--- config.mk ---
export PLATFORM = sky130hd
export DESIGN_NAME = std_divider
export DESIGN_NICKNAME = d
export VERILOG_FILES = /design/src/rtl/std_pkg.sv /design/src/rtl/std_divider.sv
export SDC_FILE = /design/constraint.sdc
export NUM_CORES = 1
export LEC_CHECK = 0
export BUFFER_PORTS_ARGS = -buffer_cell sky130_fd_sc_hd__buf_2
export CAP_MARGIN = 20
export CORE_ASPECT_RATIO = 0.5
export CORE_MARGIN = 4
export CORE_UTILIZATION = 54
export DETAILED_ROUTE_END_ITERATION = 8
export HOLD_SLACK_MARGIN = 0.1
export PLACE_DENSITY = 0.85
export SETUP_SLACK_MARGIN = 0.2
export SLEW_MARGIN = 30
export SYNTH_ARGS = -nofsm -noshare
export SYNTH_HDL_FRONTEND = slang
export SYNTH_SLANG_ARGS = --single-unit
--- constraint.sdc ---
create_clock -name clk -period 5.96 [get_ports clk]
set_input_delay 0.298 -clock clk [delete_from_list [all_inputs] [get_ports clk]]
set_output_delay 0.298 -clock clk [all_outputs]
set_load 0.005 [all_outputs]
--- src/rtl/std_pkg.sv ---
`default_nettype none
package std_pkg;
  localparam int unsigned ADDR_W = 32;
  localparam int unsigned CFG_IDX_W = 3;
  localparam int unsigned CFG_DATA_W = 7;

  localparam logic [2:0] CFG_POLICY = 3'd0;
  localparam logic [2:0] CFG_TRACKED = 3'd1;
  localparam logic [2:0] CFG_ILV_MODE = 3'd2;
  localparam logic [2:0] CFG_ILV_COUNT = 3'd3;
  localparam logic [2:0] CFG_OFFSET = 3'd4;

  localparam logic [1:0] CMD_FIND = 2'd0;
  localparam logic [1:0] CMD_ACCESS = 2'd1;
  localparam logic [1:0] CMD_SET = 2'd2;

  localparam logic [1:0] POL_LRU = 2'd0;
  localparam logic [1:0] POL_FIFO = 2'd1;

  localparam logic [1:0] ST_UNTRACKED = 2'd0;
  localparam logic [1:0] ST_MISS = 2'd1;
  localparam logic [1:0] ST_HIT = 2'd2;
  localparam logic [1:0] ST_WRITTEN = 2'd3;

  localparam logic [15:0] LFSR_SEED = 16'hACE1;
  localparam logic [15:0] LFSR_MASK = 16'hB400;

  typedef struct packed {
    logic [1:0] command;
    logic [31:0] address;
    logic [2:0] new_state;
  } in_word_t;

  typedef struct packed {
    logic [1:0] status;
    logic [9:0] set_index;
    logic way_valid;
    logic [2:0] way_index;
    logic [31:0] block_tag;
  } out_word_t;
endpackage
`default_nettype wire

--- src/rtl/std_divider.sv ---
`default_nettype none
// Restoring divider, one quotient bit per cycle.
module std_divider
  import std_pkg::*;
(
  input wire logic clk,
  input wire logic rst_n,
  input wire logic start,
  input wire logic [31:0] dividend,
  input wire logic [6:0] divisor,
  output logic done,
  output logic [31:0] quotient
);
  logic [31:0] q_r, q_nxt;
  logic [6:0] rem_r, rem_nxt;
  logic [5:0] cnt_r, cnt_nxt;
  logic busy_r, busy_nxt;
  logic [7:0] trial;

  always_comb begin
    trial = {rem_r, q_r[31]} - {1'b0, divisor};
    q_nxt = q_r;
    rem_nxt = rem_r;
    cnt_nxt = cnt_r;
    busy_nxt = busy_r;
    if (start) begin
      q_nxt = dividend;
      rem_nxt = '0;
      cnt_nxt = '0;
      busy_nxt = 1'b1;
    end else if (busy_r) begin
      if (!trial[7]) begin
        rem_nxt = trial[6:0];
        q_nxt = {q_r[30:0], 1'b1};
      end else begin
        rem_nxt = {rem_r[5:0], q_r[31]};
        q_nxt = {q_r[30:0], 1'b0};
      end
      cnt_nxt = cnt_r + 6'd1;
      if (cnt_r == 6'd31) busy_nxt = 1'b0;
    end
  end

  always_ff @(posedge clk) begin
    if (!rst_n) begin
      busy_r <= 1'b0;
      cnt_r <= '0;
    end else begin
      busy_r <= busy_nxt;
      cnt_r <= cnt_nxt;
    end
    q_r <= q_nxt;
    rem_r <= rem_nxt;
  end

  assign done = busy_r && (cnt_r == 6'd31);
  assign quotient = q_nxt;
endmodule
`default_nettype wire

After elaboration in Yosys (flattened, before gate mapping)
Index checks and enable logic that the tools add are counted.
{"block": "totals", "ff_bits": 46, "out_inout_bits": 33, "elab_cells": 17}
{"block": "op_classes", "n_addsub": 2, "eq_ne": 1, "n_mux": 7, "bitwise": 1, "n_reduce_logical": 2}
{"operator": "32-bit two-way mux", "n": 2}
{"operator": "8-bit by 7-bit subtractor with 8-bit output", "n": 1}
{"operator": "7-bit two-way mux", "n": 1}
{"operator": "6-bit by 1-bit adder with 6-bit output, second input constant", "n": 1}
{"operator": "6-bit by 5-bit equality test with 1-bit output, second input constant", "n": 1}
{"operator": "1-bit two-way mux", "n": 4}
{"operator": "2-bit OR reduction", "n": 1}
{"operator": "1-bit logical AND", "n": 1}
{"operator": "1-bit inverter", "n": 1}

Longest topological paths before layout
Gate-level depths: netlist (run 1).
{"block": "logic_depth", "ltp_word": 4, "ltp_mapped": 8, "depth_no_buf": 8}

Least setup slack after synthesis (run 1)
No wires, ideal clock.
{"block": "synth_path", "path_kind": "input-to-output", "start": "input port divisor[6]", "end": "output port quotient[0]", "arrival_time_ps": 1753, "path_slack_ps": 3909, "cell_stages": 7, "path_buffers": 0, "cell_sequence": "inv_1 ha_1 a21o_1 a2111oi_2 a21oi_1 a31oi_1 o21ai_0"}
{"block": "synth_between", "elab_chain_cells": 4}
{"element": "from (decl)", "line": "std_divider.sv:10", "source": "input wire logic [6:0] divisor,"}
{"element": "8-bit by 7-bit subtractor with 8-bit output", "line": "std_divider.sv:21", "source": "trial = {rem_r, q_r[31]} - {1'b0, divisor};"}
{"element": "1-bit two-way mux", "line": "std_divider.sv:32", "source": "if (!trial[7]) begin"}
{"element": "32-bit two-way mux", "line": "std_divider.sv:31", "source": "end else if (busy_r) begin"}
{"element": "32-bit two-way mux", "line": "std_divider.sv:26", "source": "if (start) begin"}
{"element": "to (decl)", "line": "std_divider.sv:12", "source": "output logic [31:0] quotient"}
No other way between the ends.

Worst setup path in the final report (run 1)
{"block": "layout_path", "start": "register q_r[31]", "end": "output port quotient[0]"}
{"block": "layout_between", "elab_chain_cells": 4}
{"element": "from (decl)", "line": "std_divider.sv:14", "source": "logic [31:0] q_r, q_nxt;"}
{"element": "from (signal assigned)", "line": "std_divider.sv:52", "source": "q_r <= q_nxt;"}
{"element": "8-bit by 7-bit subtractor with 8-bit output", "line": "std_divider.sv:21"}
{"element": "1-bit two-way mux", "line": "std_divider.sv:32"}
{"element": "32-bit two-way mux", "line": "std_divider.sv:31"}
{"element": "32-bit two-way mux", "line": "std_divider.sv:26"}
No other way between the ends.

==> results_tabular.tex, run 1 <==
\begin{tabular}{lr}
\hline
Metric & Value \\
\hline
\multicolumn{2}{l}{\textbf{Critical path}} \\
Critical Path RT & 5.66 ns \\
Slowest cell delay on critical path & 0.47 ns \\
Critical Setup Path Class & reg2out \\
Crit-path cells & inv\_1 > ha\_1 > nand2b\_1 > a211o\_1 > a21oi\_1 > a31oi\_1 > o21ai\_0 > buf\_2 \\
Kind of end point of the critical path & output port \\
Slowest cell on the critical path & sky130\_fd\_sc\_hd\_\_a21oi\_1 \\
Critical path launch point type & flop \\
Critical path data arrival time & 2.44 ns \\
Worst Path Max Fanout & 7 \\
\multicolumn{2}{l}{\textbf{Hold path}} \\
Path category of the worst min-delay check & in2reg \\
\multicolumn{2}{l}{\textbf{Timing}} \\
Setup repair after global routing missed its margin & no \\
Post-layout worst setup margin & 3.22 ns \\
Final-report setup violation count & 0 \\
Worst Max-Slew Pin Slew & 0.709 ns \\
Relative max-transition margin & 0.527 \\
Maximum clock rate & 365 MHz \\
Fin crit period & 2.74 ns \\
Final period util & 0.460 \\
Post-route worst hold slack & 0.236 ns \\
Final Max Tran Viols & 0 \\
Final Hold Violating Endpoints & 0 \\
Summed negative setup slack over all endpoints & 0 ns \\
Worst clock skew & 0.00434 ns \\
\multicolumn{2}{l}{\textbf{CTS}} \\
H-tree lvl count & 2 \\
Count of cells resized by post-cts repair & 0 \\
TritonCTS clock tree & yes \\
Inserted Clock Buffers & 5 \\
Post-CTS Setup Bufs & 0 \\
Clock buffer depth & 2 \\
Clock latency reported for the late side of the worst-skew pair & 0.28 ns \\
Clock transition at the registers of the reported paths & 0.08 ns \\
Clock sink count & 46 \\
Number of buffers inserted by hold repair at cts & 0 \\
Root Driver & sky130\_fd\_sc\_hd\_\_clkbuf\_8 \\
\multicolumn{2}{l}{\textbf{Floorplan}} \\
Horizontal die dimension & 99.8 um \\
Die outline area & 5380 um2 \\
IO Count & 75 \\
Initial standard-cell utilization of the core & 0.571 \\
Number of rows created at floorplan & 16 \\
Floorplan Core Area & 3980 um2 \\
Vertical die dimension & 53.9 um \\
\multicolumn{2}{l}{\textbf{GRT}} \\
Number of global-route vias before repair & 1,949 \\
Pin count of the biggest net entering global routing & 75 \\
Total global-route track usage & 0.189 \\
First-pass GRT wire length & 8250 um \\
Remaining Overflow, GRT & 0 \\
Antenna violations before repair & 0 \\
\multicolumn{2}{l}{\textbf{Synthesis}} \\
Area fraction of the dominant cell type after synthesis & 0.405 \\
Simple-Gate Fraction of Synth Area & 0.162 \\
Synthesis-stage register bit count & 46 \\
Most used DFF post-synth & sky130\_fd\_sc\_hd\_\_dfxtp\_1 \\
Async SR Flop Fraction & 0 \\
Syn Area/Cell & 8.56 um2 \\
Number of instances in the synthesized netlist & 266 \\
Sequential share of the synthesized area & 0.405 \\
Complex-gate fraction of the synthesized area & 0.179 \\
Mux cell area share after synthesis & 0.141 \\
Cell variety after synth & 39 \\
Cell taking the most area after synthesis & sky130\_fd\_sc\_hd\_\_dfxtp\_1 \\
Leading post-synthesis cells by cell area & sky130\_fd\_sc\_hd\_\_dfxtp\_1, sky130\_fd\_sc\_hd\_\_mux2i\_1, sky130\_fd\_sc\_hd\_\_o21ai\_0 \\
XOR/XNOR share of the synthesized area & 0.0192 \\
Synth Area in Adders & 0.0528 \\
Most frequent cells after synthesis & sky130\_fd\_sc\_hd\_\_dfxtp\_1, sky130\_fd\_sc\_hd\_\_nand2\_1, sky130\_fd\_sc\_hd\_\_o21ai\_0, sky130\_fd\_sc\_hd\_\_mux2i\_1, sky130\_fd\_sc\_hd\_\_nor2\_1 \\
Number of enable flip-flop cells after synthesis & 0 \\
Most frequent cell after synthesis & sky130\_fd\_sc\_hd\_\_dfxtp\_1 \\
Netlist Area Pre-Place & 2280 um2 \\
Synth Net Count & 317 \\
Syn. warnings & 0 \\
Main combinational cell family by area after synthesis & compound AO/OA/AOI/OAI gates \\
\multicolumn{2}{l}{\textbf{Pwr}} \\
Share of power burned in the clock network & 0.265 \\
Switching power & 0.206 mW \\
Power per cell area & 259 nW/um2 \\
Switching power share of the total & 0.288 \\
Cell Int Power & 0.509 mW \\
Share of power burned in registers & 0.499 \\
Combinational share of power & 0.236 \\
Worst IR drop on VDD & 0.178 mV \\
Leakage Power & 1.27 nW \\
\multicolumn{2}{l}{\textbf{Drt}} \\
Average wire per cell in the routed design & 12.9 um \\
Drt first pass iters & 4 \\
Post-detailed-routing wire length & 5030 um \\
Total vias in the final route & 2,084 \\
Number of DRC violations after detailed routing & 0 \\
Number of violations reported at the end of detailed-routing iteration 0 & 35 \\
Vias per inst & 5.36 \\
Antenna viol nets, final & 0 \\
\multicolumn{2}{l}{\textbf{Run status}} \\
Status & completed \\
\multicolumn{2}{l}{\textbf{Final layout}} \\
Signed area change from the synthesized netlist to the final layout & 21.4\% \\
Final standard cell count with taps included and fillers excluded & 389 \\
Number of antenna diodes & 0 \\
Final net count & 385 \\
Share of final-layout standard cells stronger than drive strength 1 & 0.260 \\
\multicolumn{2}{l}{\textbf{Placed design}} \\
Number of instances in the placed design & 381 \\
Setup Slack @ Placement & 3.44 ns \\
Port Buf Inserts & 74 \\
Half-perimeter wire length after placement & 3720 um \\
Placer Congestion & 0.893 \\
\multicolumn{2}{l}{\textbf{Flow run}} \\
Number of max-capacitance violations reported & 0 \\
\hline
\end{tabular}
==> flip-flops by register name (all words and copies together) (netlist names) <==
signal and flops:
busy_r 1, q_r 32, cnt_r 6, rem_r 7
==> final timing paths <==
check             slack, ns  depth (start not counted)         start           to
setup / recovery       3.22                          8       q_r[31]  quotient[0]
hold / removal         0.24                          3  dividend[26]      q_r[26]
setup reg to reg       3.73                          6      rem_r[5]     rem_r[1]
hold reg to reg        0.50                          2      cnt_r[5]     cnt_r[5]
==> stage by stage <==
step,utilization,area (um2),total power [mW]
after global placement,0.670,2670,0.523
after global routing,0.693,2760,0.756
final,0.693,2760,0.715
after floorplan,-,2280,0.469
after CTS,0.693,2760,0.722
after detailed placement,0.670,2670,0.532
==> per-layer routing <==
metal	part of all wire	routed length (um)	vias up	track usage
met1	0.46	2300	951	0.227
li1	-	-	1074	-
met3	0.056	281	8	0.0479
met2	0.47	2390	51	0.338
met4	0.012	59	0	0.0680
met5	0	0	-	0
==> power by group through the flow <==
stage	Clock [mW]	Combinational [mW]	Sequential, mW
global placement	0	0.162	0.361
finish	0.189	0.169	0.357
CTS	0.195	0.170	0.357
floorplan	0	0.112	0.357
global route	0.205	0.191	0.360
detailed placement	0	0.168	0.364
==> final cells by class <==
class / instances / area (um2)
timing repair buffer: 75 / 380
multi-input combinational: 195 / 1260
clock buffer: 7 / 86.3
inverter: 11 / 41.3
tap: 54 / 67.6
sequential: 46 / 922
clock inverter: 1 / 5.00
fill: 329 / 1220
==> worst max-delay path: cells and delay by family, from the launching register on <==
family / cells / cell delay (ns)
flops: 1 / 0.35
fa+ha+maj: 1 / 0.21
compound gates: 4 / 1.22
simple gates: 1 / 0.17
buf+inv: 2 / 0.22
==> cells by family (layout without fill, tap and decap cells) <==
group	Yosys count	in the layout
simple gates	83	83
compound gates	66	66
flops	46	46
mux	32	32
buf+inv	25	94
fa+ha+maj	9	9
xor+xnor	5	5
==> cell usage in the layout (no fill, tap or decap), drive strengths merged, types with 2 or more instances in the layout <==
| master | netlist | layout |
|---|---|---|
| nor3 | 4 | 4 |
| o311ai | 2 | 2 |
| a21o | 2 | 2 |
| buf | 3 | 75 |
| a311oi | 3 | 3 |
| clkbuf | 11 | 7 |
| nand2 | 39 | 39 |
| o311a | 2 | 2 |
| nand3 | 5 | 5 |
| a21oi | 8 | 8 |
| nor2b | 2 | 2 |
| o21ai | 39 | 39 |
| nor2 | 20 | 20 |
| mux2i | 32 | 32 |
| xnor2 | 2 | 2 |
| dfxtp | 46 | 46 |
| ha | 8 | 8 |
| a31oi | 2 | 2 |
| inv | 11 | 11 |
| xor2 | 3 | 3 |
| nand4 | 5 | 5 |
| nand2b | 3 | 3 |
Power figures use the tool's default switching activity.
==> inputs of run 2 (changes only) <==
--- a/config.mk
+++ b/config.mk
@@ -5,14 +5,15 @@
 export SDC_FILE = /design/constraint.sdc
 export NUM_CORES = 1
 export LEC_CHECK = 0
+export ABC_AREA = 1
 export BUFFER_PORTS_ARGS = -buffer_cell sky130_fd_sc_hd__buf_2
 export CAP_MARGIN = 20
 export CORE_ASPECT_RATIO = 0.5
 export CORE_MARGIN = 4
-export CORE_UTILIZATION = 54
+export CORE_UTILIZATION = 45
 export DETAILED_ROUTE_END_ITERATION = 8
 export HOLD_SLACK_MARGIN = 0.1
-export PLACE_DENSITY = 0.85
+export PLACE_DENSITY = 0.75
 export SETUP_SLACK_MARGIN = 0.2
 export SLEW_MARGIN = 30
 export SYNTH_ARGS = -nofsm -noshare
==> constraint.sdc (replaced) <==
create_clock -name clk -period 2.51 [get_ports clk]
set_input_delay 0.1255 -clock clk [delete_from_list [all_inputs] [get_ports clk]]
set_output_delay 0.1255 -clock clk [all_outputs]
set_load 0.005 [all_outputs]
==> run 2 against run 1 <==
Net effect:
- clock power grew 140%
- routed wire length rose by 8.1%
- clock skew up 0.0035 ns
- sequential share of layout area decreased by 0.93 points
- non-clock buffer count rose by 7
- power grew 140%
- register-to-register slack got worse by 3.0 ns
- sequential power is 140% higher
- die area increased by 19%
- sequential cell count unchanged
==> results_tabular.tex, run 2 <==
\begin{tabular}{lr}
\hline
Metric & Value \\
\hline
\multicolumn{2}{l}{\textbf{Critical path}} \\
Critical Path Stages & 9 \\
Critical Path RT & 2.38 ns \\
Worst Path Max Fanout & 8 \\
Crit-path most repeated cell & sky130\_fd\_sc\_hd\_\_nand2\_1 \\
Depth of the worst register-to-register path & 10 \\
Critical Setup Path Class & reg2out \\
Kind of cell with the highest combined delay on the critical path & simple AND/OR/NAND/NOR gates \\
Kind of end point of the critical path & output port \\
Buffers plus inverters on the worst setup path & 1 \\
Slowest cell delay on critical path & 0.35 ns \\
Crit-path cells & ha\_1 > nand2\_1 > nand2\_1 > a21oi\_4 > nand3\_2 > nand2\_4 > nor2\_1 > o21ai\_1 > buf\_2 \\
Slowest cell on the critical path & sky130\_fd\_sc\_hd\_\_ha\_1 \\
Critical path data arrival time & 2.04 ns \\
Critical path launch point type & flop \\
\multicolumn{2}{l}{\textbf{GRT}} \\
Remaining Overflow, GRT & 0 \\
Pin count of the biggest net entering global routing & 41 \\
Number of global-route vias before repair & 2,138 \\
First-pass GRT wire length & 8980 um \\
Total global-route track usage & 0.173 \\
Antenna violations before repair & 0 \\
\multicolumn{2}{l}{\textbf{Final layout}} \\
Registers with the most flip-flops & q\_r (32), rem\_r (7), cnt\_r (6) \\
Max FFs per register & 32 \\
Most frequent cells in the layout & sky130\_fd\_sc\_hd\_\_a21oi\_1, sky130\_fd\_sc\_hd\_\_buf\_2, sky130\_fd\_sc\_hd\_\_nand2\_1, sky130\_fd\_sc\_hd\_\_dfxtp\_1, sky130\_fd\_sc\_hd\_\_nor2\_1 \\
Number of antenna diodes & 0 \\
Leading cell type in the layout, fill and taps excluded & sky130\_fd\_sc\_hd\_\_a21oi\_1 \\
Final net count & 456 \\
Reg with most FFs & q\_r \\
Share of final-layout standard cells stronger than drive strength 1 & 0.234 \\
Signed area change from the synthesized netlist to the final layout & 23.6\% \\
Final standard cell count with taps included and fillers excluded & 476 \\
\multicolumn{2}{l}{\textbf{Timing}} \\
Fin crit period & 2.17 ns \\
Final Hold Violating Endpoints & 0 \\
Final period util & 0.865 \\
Final-report setup violation count & 0 \\
Maximum clock rate & 461 MHz \\
Final Max Tran Viols & 0 \\
Relative max-transition margin & 0.726 \\
Worst clock skew & 0.00783 ns \\
Worst Max-Slew Pin Slew & 0.411 ns \\
Summed negative setup slack over all endpoints & 0 ns \\
Setup repair after global routing missed its margin & no \\
\multicolumn{2}{l}{\textbf{Hold path}} \\
Path category of the worst min-delay check & in2reg \\
Cell depth of the worst min-delay path & 3 \\
\multicolumn{2}{l}{\textbf{Synthesis}} \\
Syn. warnings & 0 \\
Area fraction of the dominant cell type after synthesis & 0.401 \\
Leading post-synthesis cells by cell area & sky130\_fd\_sc\_hd\_\_dfxtp\_1, sky130\_fd\_sc\_hd\_\_a21oi\_1, sky130\_fd\_sc\_hd\_\_nand2\_1 \\
Cell taking the most area after synthesis & sky130\_fd\_sc\_hd\_\_dfxtp\_1 \\
Netlist Area Pre-Place & 2300 um2 \\
Most frequent cells after synthesis & sky130\_fd\_sc\_hd\_\_a21oi\_1, sky130\_fd\_sc\_hd\_\_nand2\_1, sky130\_fd\_sc\_hd\_\_dfxtp\_1, sky130\_fd\_sc\_hd\_\_nor2\_1, sky130\_fd\_sc\_hd\_\_inv\_1 \\
Synth Net Count & 384 \\
Most frequent cell after synthesis & sky130\_fd\_sc\_hd\_\_a21oi\_1 \\
Synthesis-stage register bit count & 46 \\
Cell variety after synth & 25 \\
Async SR Flop Fraction & 0 \\
Most used DFF post-synth & sky130\_fd\_sc\_hd\_\_dfxtp\_1 \\
Sequential share of the synthesized area & 0.401 \\
Number of enable flip-flop cells after synthesis & 0 \\
Syn Area/Cell & 6.89 um2 \\
Number of instances in the synthesized netlist & 333 \\
\multicolumn{2}{l}{\textbf{Floorplan}} \\
Die outline area & 6380 um2 \\
Initial standard-cell utilization of the core & 0.465 \\
IO Count & 75 \\
Number of rows created at floorplan & 18 \\
Floorplan Core Area & 4930 um2 \\
Vertical die dimension & 58.5 um \\
Horizontal die dimension & 109 um \\
\multicolumn{2}{l}{\textbf{Placed design}} \\
Half-perimeter wire length after placement & 4080 um \\
Placer Congestion & 0.801 \\
Port Buf Inserts & 74 \\
Number of instances in the placed design & 466 \\
\multicolumn{2}{l}{\textbf{Drt}} \\
Post-detailed-routing wire length & 5440 um \\
Vias per inst & 4.88 \\
Drt first pass iters & 4 \\
Average wire per cell in the routed design & 11.4 um \\
Number of DRC violations after detailed routing & 0 \\
Total vias in the final route & 2,322 \\
Antenna viol nets, final & 0 \\
Number of violations reported at the end of detailed-routing iteration 0 & 88 \\
\multicolumn{2}{l}{\textbf{Pwr}} \\
Worst IR drop on VDD & 0.333 mV \\
Leakage Power & 1.41 nW \\
Power per cell area & 605 nW/um2 \\
\multicolumn{2}{l}{\textbf{CTS}} \\
H-tree lvl count & 2 \\
Post-CTS Setup Bufs & 0 \\
Inserted Clock Buffers & 5 \\
Clock latency reported for the late side of the worst-skew pair & 0.29 ns \\
Count of cells resized by post-cts repair & 0 \\
Clock transition at the registers of the reported paths & 0.08 ns \\
TritonCTS clock tree & yes \\
Clock buffer depth & 2 \\
Root Driver & sky130\_fd\_sc\_hd\_\_clkbuf\_8 \\
Clock sink count & 46 \\
\multicolumn{2}{l}{\textbf{Flow run}} \\
Number of max-capacitance violations reported & 0 \\
\multicolumn{2}{l}{\textbf{Run status}} \\
Status & completed \\
\hline
\end{tabular}
-- run 2: worst min-delay path: stages --
cell	delay, ns
sky130_fd_sc_hd__buf_2	0.09
sky130_fd_sc_hd__nor2_1	0.09
sky130_fd_sc_hd__a21oi_1	0.06
-- run 2: cell families (layout without fill, tap and decap cells) --
kind of cell,after synthesis,in the layout,synth area share
fa+ha+maj,9,9,0.0523
simple gates,147,147,0.273
flops,46,46,0.401
compound gates,81,81,0.181
buf+inv,47,120,0.0807
xor+xnor,3,3,0.0114
-- run 2: metal layers --
layer | GRT usage | part of all wire | up-vias | wire [um]
li1 | - | - | 1213 | -
met1 | 0.216 | 0.46 | 1048 | 2500
met2 | 0.301 | 0.48 | 54 | 2590
met3 | 0.0438 | 0.054 | 7 | 293
met4 | 0.0432 | 0.0099 | 0 | 54
met5 | 0 | 0 | - | 0
-- run 2: worst paths after layout --
check / slack [ns] / endpoint / startpoint
setup / recovery: 0.34 / quotient[0] / rem_r[3]
hold / removal: 0.11 / q_r[14] / dividend[14]
setup reg to reg: 0.75 / rem_r[4] / q_r[31]
hold reg to reg: 0.46 / cnt_r[5] / cnt_r[5]
-- run 2: final cells by class --
cell class,instances,area [um2]
clock buffer,7,86.3
clock inverter,1,5.00
fill,493,2090
inverter,30,113
multi-input combinational,240,1190
sequential,46,921
tap,70,87.6
timing repair buffer,82,435
-- run 2: where the power goes --
part	internal [mW]	switching (mW)	leakage, nW	total, mW
Sequential	0.800	0.0409	0.384	0.841
Clock	0.222	0.232	0.0482	0.454
Combinational	0.182	0.239	0.981	0.421
Total	1.20	0.512	1.41	1.72
-- run 2: metrics by stage --
step	utilization	instance area (um2)	hold slack, ns	power [mW]	worst slack, ns
2_1_floorplan	-	2300	0.257	1.13	0.948
3_3_place_gp	0.553	2730	0.370	1.26	0.741
3_5_place_dp	0.553	2730	0.375	1.28	0.677
4_1_cts	0.575	2840	0.107	1.73	0.342
5_1_grt	0.575	2840	0.115	1.83	0.220
6_report	0.575	2840	0.112	1.72	0.340
-- run 2: what timing repair did --
action | CTS | global route
hold buffers | 2 | 0
endpoints found under the hold margin | 2 | 0
setup endpoints to repair | 0 | 0
